`src/sv/sam_pkg.sv`:
```
// ----------------------------------------------------------------------------
// sam_pkg
// Shared constants for the two-list sort and merge block.
// ----------------------------------------------------------------------------
package sam_pkg;

	localparam int LIST_DEPTH_C = 32;
	localparam int DATA_WIDTH_C = 32;

	// Item kinds on the input channel.
	localparam logic [1:0] KIND_A   = 2'd0;
	localparam logic [1:0] KIND_B   = 2'd1;
	localparam logic [1:0] KIND_END = 2'd2;

endpackage

```
`src/sv/sam_ram.sv`:
```
// ----------------------------------------------------------------------------
// sam_ram
// Generic single-write, single-read RAM with a registered read port.
// ----------------------------------------------------------------------------
module sam_ram #(
	parameter int WIDTH = 32,
	parameter int DEPTH = 32,
	localparam int AW = (DEPTH > 1) ? $clog2(DEPTH) : 1
) (
	input  logic             clk,
	input  logic             we,
	input  logic [AW-1:0]    waddr,
	input  logic [WIDTH-1:0] wdata,
	input  logic [AW-1:0]    raddr,
	output logic [WIDTH-1:0] rdata
);

	logic [WIDTH-1:0] mem [DEPTH];

	always_ff @(posedge clk) begin
		if (we) begin
			mem[waddr] <= wdata;
		end
		rdata <= mem[raddr];
	end

endmodule

```
`src/sv/sort_and_merge_two_lists.sv`:
```
// ----------------------------------------------------------------------------
// sort_and_merge_two_lists
// Collects two lists, keeps each sorted in its own RAM and merges them on
// end of set.
// ----------------------------------------------------------------------------
// Element transactions: an element for an empty list is written straight
// in; otherwise a read-compare-shift loop on one RAM moves entries up to
// open the hole for it. End of set: each result takes a RAM read, then a
// compare and load of the output register, which waits while it is full.
// Reset: arst_n clears counts, the overflow flag, the state and the output
// valid; RAM contents are not cleared and unwritten entries are never used.
module sort_and_merge_two_lists
	import sam_pkg::*;
#(
	parameter int LIST_DEPTH = LIST_DEPTH_C,
	parameter int DATA_WIDTH = DATA_WIDTH_C
) (
	input  logic               clk,
	input  logic               arst_n,
	input  logic               in_valid,
	output logic               in_ready,
	input  logic [1:0]         kind,
	input  logic signed [31:0] value,
	output logic               out_valid,
	input  logic               out_ready,
	output logic signed [31:0] value_res,
	output logic               source,
	output logic               last,
	output logic               empty_res,
	output logic               overflow
);

	localparam int AW = (LIST_DEPTH > 1) ? $clog2(LIST_DEPTH) : 1;
	localparam int CW = $clog2(LIST_DEPTH + 1);
	localparam logic [CW-1:0] FULL = CW'(LIST_DEPTH);

	localparam logic [2:0] ST_IDLE    = 3'd0;
	localparam logic [2:0] ST_INS_RD  = 3'd1;
	localparam logic [2:0] ST_INS_CMP = 3'd2;
	localparam logic [2:0] ST_INS_WR  = 3'd3;
	localparam logic [2:0] ST_MRD     = 3'd4;
	localparam logic [2:0] ST_MCMP    = 3'd5;

	logic [2:0]                  state_q;
	logic [CW-1:0]               count_a_q, count_b_q;
	logic [CW-1:0]               ia_q, ib_q;
	logic [CW-1:0]               pos_q;      // hole position during insertion
	logic                        sel_q;      // list being inserted into, 1 is B
	logic signed [DATA_WIDTH-1:0] key_q;
	logic                        dropped_q;

	logic                        out_valid_q;
	logic signed [31:0]          value_res_q;
	logic                        source_q, last_q, empty_q, overflow_q;

	// RAM ports
	logic                        we_a, we_b;
	logic [AW-1:0]               waddr, raddr_a, raddr_b;
	logic signed [DATA_WIDTH-1:0] wdata, rdata_a, rdata_b, rdata_sel;
	logic [CW-1:0]               pos_m1;

	logic signed [DATA_WIDTH-1:0] value_n;
	logic                        in_fire, out_free, key_less, take_a;
	logic [CW:0]                 total, emitted;

	sam_ram #(.WIDTH(DATA_WIDTH), .DEPTH(LIST_DEPTH)) u_ram_a (
		.clk(clk), .we(we_a), .waddr(waddr), .wdata(wdata),
		.raddr(raddr_a), .rdata(rdata_a)
	);

	sam_ram #(.WIDTH(DATA_WIDTH), .DEPTH(LIST_DEPTH)) u_ram_b (
		.clk(clk), .we(we_b), .waddr(waddr), .wdata(wdata),
		.raddr(raddr_b), .rdata(rdata_b)
	);

	// The input is taken only while idle and with the output register empty,
	// so an end-of-set transaction can always place its first result.
	assign in_ready = (state_q == ST_IDLE) && !out_valid_q;
	assign in_fire  = in_valid && in_ready;
	assign out_free = !out_valid_q || out_ready;

	assign value_n   = DATA_WIDTH'(value);
	assign pos_m1    = pos_q - CW'(1);
	assign rdata_sel = sel_q ? rdata_b : rdata_a;
	assign key_less  = key_q < rdata_sel;

	// During insertion the selected list reads the entry below the hole;
	// during merge each list reads its own head.
	always_comb begin
		raddr_a = ia_q[AW-1:0];
		raddr_b = ib_q[AW-1:0];
		if (state_q == ST_INS_RD) begin
			if (sel_q) begin
				raddr_b = pos_m1[AW-1:0];
			end else begin
				raddr_a = pos_m1[AW-1:0];
			end
		end
	end

	// Write side: shift an entry up into the hole, or drop the key into it.
	always_comb begin
		logic wr;
		wr    = 1'b0;
		waddr = pos_q[AW-1:0];
		wdata = key_q;
		case (state_q)
			ST_INS_CMP: begin
				wr = 1'b1;
				if (key_less) begin
					wdata = rdata_sel;
				end
			end
			ST_INS_WR: begin
				wr = 1'b1;
			end
			default: begin
				wr = 1'b0;
			end
		endcase
		we_a = wr && !sel_q;
		we_b = wr && sel_q;
	end

	// Merge choice: B goes first on equal heads.
	assign total   = {1'b0, count_a_q} + {1'b0, count_b_q};
	assign emitted = {1'b0, ia_q} + {1'b0, ib_q};
	assign take_a  = (ia_q < count_a_q) && ((ib_q >= count_b_q) || (rdata_a < rdata_b));

	always_ff @(posedge clk or negedge arst_n) begin
		if (!arst_n) begin
			state_q     <= ST_IDLE;
			count_a_q   <= '0;
			count_b_q   <= '0;
			ia_q        <= '0;
			ib_q        <= '0;
			pos_q       <= '0;
			sel_q       <= 1'b0;
			dropped_q   <= 1'b0;
			out_valid_q <= 1'b0;
			value_res_q <= '0;
			source_q    <= 1'b0;
			last_q      <= 1'b0;
			empty_q     <= 1'b0;
			overflow_q  <= 1'b0;
		end else begin
			// In the merge compare state the output register is reloaded
			// whenever it is drained, so it is not cleared there.
			if (out_valid_q && out_ready && state_q != ST_MCMP) begin
				out_valid_q <= 1'b0;
			end
			case (state_q)
				ST_IDLE: begin
					if (in_fire) begin
						if (kind == KIND_A || kind == KIND_B) begin
							sel_q <= (kind == KIND_B);
							if (kind == KIND_A && count_a_q != FULL) begin
								pos_q     <= count_a_q;
								count_a_q <= count_a_q + CW'(1);
								state_q   <= (count_a_q == '0) ? ST_INS_WR : ST_INS_RD;
							end else if (kind == KIND_B && count_b_q != FULL) begin
								pos_q     <= count_b_q;
								count_b_q <= count_b_q + CW'(1);
								state_q   <= (count_b_q == '0) ? ST_INS_WR : ST_INS_RD;
							end else begin
								dropped_q <= 1'b1;
							end
						end else if (kind == KIND_END) begin
							ia_q <= '0;
							ib_q <= '0;
							if (total == '0) begin
								// Empty set: a single flagged result.
								out_valid_q <= 1'b1;
								value_res_q <= '0;
								source_q    <= 1'b0;
								last_q      <= 1'b1;
								empty_q     <= 1'b1;
								overflow_q  <= dropped_q;
								dropped_q   <= 1'b0;
							end else begin
								state_q <= ST_MRD;
							end
						end
					end
				end
				ST_INS_RD: begin
					state_q <= ST_INS_CMP;
				end
				ST_INS_CMP: begin
					if (key_less) begin
						pos_q   <= pos_m1;
						state_q <= (pos_m1 == '0) ? ST_INS_WR : ST_INS_RD;
					end else begin
						state_q <= ST_IDLE;
					end
				end
				ST_INS_WR: begin
					state_q <= ST_IDLE;
				end
				ST_MRD: begin
					state_q <= ST_MCMP;
				end
				ST_MCMP: begin
					if (out_free) begin
						out_valid_q <= 1'b1;
						value_res_q <= 32'(take_a ? rdata_a : rdata_b);
						source_q    <= !take_a;
						last_q      <= (emitted + (CW+1)'(1)) == total;
						empty_q     <= 1'b0;
						overflow_q  <= dropped_q;
						if (take_a) begin
							ia_q <= ia_q + CW'(1);
						end else begin
							ib_q <= ib_q + CW'(1);
						end
						if ((emitted + (CW+1)'(1)) == total) begin
							count_a_q <= '0;
							count_b_q <= '0;
							dropped_q <= 1'b0;
							state_q   <= ST_IDLE;
						end else begin
							state_q <= ST_MRD;
						end
					end
				end
				default: begin
					state_q <= ST_IDLE;
				end
			endcase
		end
	end

	// Key register needs no reset: it is loaded with every element taken.
	always_ff @(posedge clk) begin
		if (in_fire) begin
			key_q <= value_n;
		end
	end

	assign out_valid = out_valid_q;
	assign value_res = value_res_q;
	assign source    = source_q;
	assign last      = last_q;
	assign empty_res = empty_q;
	assign overflow  = overflow_q;

endmodule

```
`config.mk`:
```
export PLATFORM = sky130hd
export DESIGN_NAME = sort_and_merge_two_lists
export DESIGN_NICKNAME = d
export VERILOG_FILES = /design/src/sv/sam_pkg.sv /design/src/sv/sam_ram.sv /design/src/sv/sort_and_merge_two_lists.sv
export SDC_FILE = /design/constraint.sdc
export NUM_CORES = 2
export LEC_CHECK = 0
export ABC_CLOCK_PERIOD_IN_PS = 6160
export BUFFER_PORTS_ARGS = -buffer_cell sky130_fd_sc_hd__buf_2
export CORE_MARGIN = 2
export CORE_UTILIZATION = 34
export DETAILED_ROUTE_END_ITERATION = 8
export GPL_ROUTABILITY_DRIVEN = 1
export GPL_TIMING_DRIVEN = 0
export PLACE_DENSITY = 0.52
export SYNTH_ARGS = -nofsm -noshare
export SYNTH_HDL_FRONTEND = slang
export SYNTH_SLANG_ARGS = --single-unit
```
`constraint.sdc`:
```
create_clock -name clk -period 6.16 [get_ports clk]
set_input_delay 1.232 -clock clk [delete_from_list [all_inputs] [get_ports clk]]
set_output_delay 1.232 -clock clk [all_outputs]
set_load 0.02 [all_outputs]
```
==> run_results.csv <==
group,metric,value,unit
grt,grt_pass1_vias,54320,
sta,worstMarginPinSlew,1.69,ns
setup_path,rr_endpoint,"u_ram_b.mem[9][26]$_DFFE_PP_",
clock_network,cts_inserted_buffers,223,
pwr,irDropWorstVdd,0.352,mV
floorplan,initial_utilization,34.2,%
floorplan,dieArea,270000,µm²
sta,rsz0062_at_grt,"false",
setup_path,cp.buffers_inverters,5,
pwr,power_frac_seq,36.4,%
sta,finalSetupTns,0,ns
sta,slew_headroom,-13.9,%
setup_path,critical_path_class,"flop to flop",
route,ant_nets,0,
setup_path,worstReg2RegStart,"sel_q$_DFFE_PN0P_",
clock_network,clkLatencyLatePin,0.90,ns
route,viasPerCell,5.50,
clock_network,cts.path.max_buffers,4,
layout,area_growth,17.4,%
synthesis,synth-main-ff-cell,"edfxtp_1",
pwr,switching_share,40.3,%
setup_path,crit_required,6.83,ns
synthesis,synth_top_cell_area_share,69.0,%
pwr,p_switching,21.8,mW
route,finalWirelength,304000,µm
floorplan,die_y,520,µm
setup_path,cp_data_arrival_time,6.58,ns
sta,fmax,0.169,GHz
outcome,status,"finished with violations",
grt,grt_usage,21.8,%
grt,grt_pass1_wl,420000,µm
grt,grt_max_degree,46,
route,drtPass1Iterations,6,
synthesis,async_flop_share,3.25,%
layout,fin_cells,10269,
clock_network,h-tree-depth,4,
setup_path,critPathSlowestCell,"a21oi_4",
route,drtIter0Drc,7049,
sta,clock_skew,0.0606,ns
setup_path,end_kind,"flop",
synthesis,ys_warn_count,0,
floorplan,fp.coreArea,265000,µm²
floorplan,fp-row-count,189,
place,routabilityCongestion,0.924,
setup_path,ff2ff_setup_slack,0.25,ns
pwr,p_comb_share,39.7,%
pwr,pwr-share-clk,23.9,%
route,drc,0,
clock_network,cts_root_buffer,"clkbuf_16",
outcome,violations,"max-capacitance violations, max-slew violations",
synthesis,synth_cell_types,75,
floorplan,ios,76,
layout,fin_nets,6681,
layout,layout-drive-gt1-share,12.2,%
sta,finalSetupViolations,0,
synthesis,synth_edf_count,2080,
place,io_buffers,75,
setup_path,crit_chain,"buf_6 > buf_1 > mux2i_1 > ha_1 > a2111oi_0 > o21ai_0 > a221oi_1 > o211ai_1 > nor3_2 > mux2i_1 > buf_4 > buf_4 > nor2_1 > a21oi_4 > buf_12",
floorplan,die_w,520,µm
setup_path,crit_fanout,28,
sta,final.min_clock_period,5.91,ns
setup_path,rr_worst_depth,15,
setup_path,cp_top_family,"compound AO/OA/AOI/OAI gates",
synthesis,synth_largest_area_cell,"edfxtp_1",
synthesis,synthTopCellsByArea,"edfxtp_1 69%, a211oi_1 8.6%, mux2i_1 3.6%, nand2_1 2.5%, dfrtp_1 2.0%",
sta,slew_violations,6,
synthesis,avgSynthCellArea,14.8,µm²
worst_hold_path,hp-class,"input port to async pin",
place,dp_hpwl,220000,µm
clock_network,clock-sinks,2216,
pwr,p_leak,35.4,nW
sta,finalHoldWorstSlack,0.321,ns
setup_path,critPathMaxStageDelay,0.70,ns
pwr,p_per_area,509,nW/µm²
place,dp.cells,9851,
synthesis,ys_seq_elements,2216,
synthesis,netlist_area,90500,µm²
sta,finalCritPeriodShare,96.0,%
route,vias,56529,
grt,antenna_found_initial,22,
clock_network,clk_pin_slew,0.06,ns
synthesis,synthCells,6099,
flow_run,drv_cap,6,
clock_network,cts_tree,"yes",
pwr,p_int,32.3,mW
synthesis,synth_nets,6236,
route,wl_per_cell,29.6,µm
grt,gr-total-overflow,0,
sta,hold_viol_final,0,
synthesis,yosysSeqAreaShare,72.4,%
setup_path,startpoint_type,"flop",
## worst max path at each step
stage	start	end	slack, ns	cells after the start
floorplan	sel_q$_DFFE_PN0P_	u_ram_a.mem[0][22]$_DFFE_PP_	0.64	15
global placement	sel_q$_DFFE_PN0P_	u_ram_b.mem[14][15]$_DFFE_PP_	-5.43	14
detailed placement	sel_q$_DFFE_PN0P_	u_ram_b.mem[13][23]$_DFFE_PP_	0.37	15
CTS	sel_q$_DFFE_PN0P_	u_ram_a.mem[30][23]$_DFFE_PP_	0.34	15
global route	sel_q$_DFFE_PN0P_	u_ram_b.mem[9][26]$_DFFE_PP_	0.003	15
finish	sel_q$_DFFE_PN0P_	u_ram_b.mem[9][26]$_DFFE_PP_	0.25	15
## placed cells by master (no fill, tap or decap), types with 18 or more instances in the layout
master | synthesis | final
a211oi_1 | 1032 | 1029
a21o_1 | 18 | 18
a21oi_1 | 77 | 45
a21oi_4 | 2 | 34
a31oi_1 | 258 | 258
and2_0 | 21 | 21
and2_1 | 239 | 239
buf_1 | 22 | 22
buf_12 | 3 | 95
buf_16 | 0 | 50
buf_2 | 128 | 203
buf_4 | 31 | 33
buf_6 | 20 | 20
clkbuf_1 | 224 | 279
clkbuf_16 | 0 | 226
clkinv_1 | 1 | 58
clkinv_2 | 0 | 43
dfrtp_1 | 72 | 72
dfxtp_1 | 64 | 64
edfxtp_1 | 2080 | 2080
ha_1 | 97 | 97
inv_1 | 66 | 65
mux2i_1 | 323 | 323
nand2_1 | 603 | 603
nand3_1 | 33 | 33
nor2_1 | 136 | 72
nor2_4 | 0 | 64
nor2b_1 | 258 | 258
nor4_1 | 60 | 60
o21ai_0 | 64 | 64
## area by class of cell
cell class / count / area, µm²
fillers: 24530 / 159000
flip-flops and latches: 2216 / 65500
multi-input cells: 3387 / 23500
clock buffers: 283 / 5890
well taps: 3533 / 4420
repair buffers: 220 / 3620
plain buffers: 429 / 2100
clock inverters: 122 / 887
inverters: 67 / 251
diodes: 12 / 30.0
## stage by stage
step	cell area, µm²	total power [mW]	utilization (%)	setup WS, ns
global route	106000	55.8	40.1	0.00276
global placement	95300	40.0	36.0	-5.43
finish	106000	54.1	40.1	0.248
detailed placement	99400	41.1	37.5	0.371
CTS	106000	54.0	40.1	0.338
floorplan	90500	30.7	-	0.638
## sequential cells by signal, summed over array words and instances, names as in the netlist, 3 cells and up
name	flops
u_ram_a.mem	1024
ib_q	6
key_q	32
pos_q	6
state_q	3
u_ram_a.rdata	32
u_ram_b.mem	1024
count_a_q	6
value_res	32
ia_q	6
u_ram_b.rdata	32
count_b_q	6
## power groups by stage
stage / clock network [mW] / logic, mW / registers [mW]
floorplan: 0 / 10.9 / 19.8
global placement: 0 / 19.3 / 20.7
detailed placement: 0 / 21.2 / 20.0
CTS: 13.1 / 21.2 / 19.7
global route: 13.7 / 22.5 / 19.7
finish: 12.9 / 21.5 / 19.7
## logic make-up (layout without fill, tap and decap cells)
family          after synthesis  in the layout  synth area share, %
compound gates             1514           1514                 11.9
xor+xnor                     14             14                0.152
fa+ha+maj                    99             99                 1.39
buf+inv                     496           1121                 2.60
flops                      2216           2216                 72.4
mux                         327            327                 3.64
other cells                   0             12                    0
simple gates               1433           1433                 7.91
## timing repair
action	CTS	global route
hold buffers	0	0
endpoints found under the setup margin	0	24
setup buffers	0	1
gates resized for setup	0	0
## Yosys cell counts (all sizes together) (4+ instances only)
cell type and count:
a211oi 1033, a21o 18, a21oi 81, a221oi 4, a31oi 258, and2 260, and3 6, buf 205
clkbuf 224, dfrtp 72, dfxtp 64, edfxtp 2080, ha 97, inv 66, mux2i 324, nand2 603
nand2b 13, nand3 33, nand4 10, nor2 137, nor2b 258, nor3 18, nor4 66, nor4b 4
o2111ai 5, o211ai 8, o21a 7, o21ai 66, o2bb2ai 7, o31ai 4, or2 7, or3 5
or4 5, xnor2 9, xor2 4
## worst register-to-register path, delay by kind of cell, from the launching register on
kind | cells | cell delay, ns
multiplexers | 2 | 0.74
buffers and inverters | 5 | 1.63
flip-flops | 1 | 0.37
adder cells (fa/ha/maj) | 1 | 0.36
AO/OA/AOI/OAI | 5 | 2.09
AND/OR/NAND/NOR | 2 | 0.48
## per-layer routing
| layer | part of all wire (%) | vias to the layer above | track usage [%] |
|---|---|---|---|
| li1 | - | 24753 | - |
| met1 | 43 | 28939 | 30.6 |
| met2 | 44 | 2383 | 32.8 |
| met3 | 8.6 | 446 | 4.54 |
| met4 | 4.9 | 8 | 9.31 |
| met5 | 0.015 | - | 0 |
No activity file was read; power rests on OpenSTA's default activity.
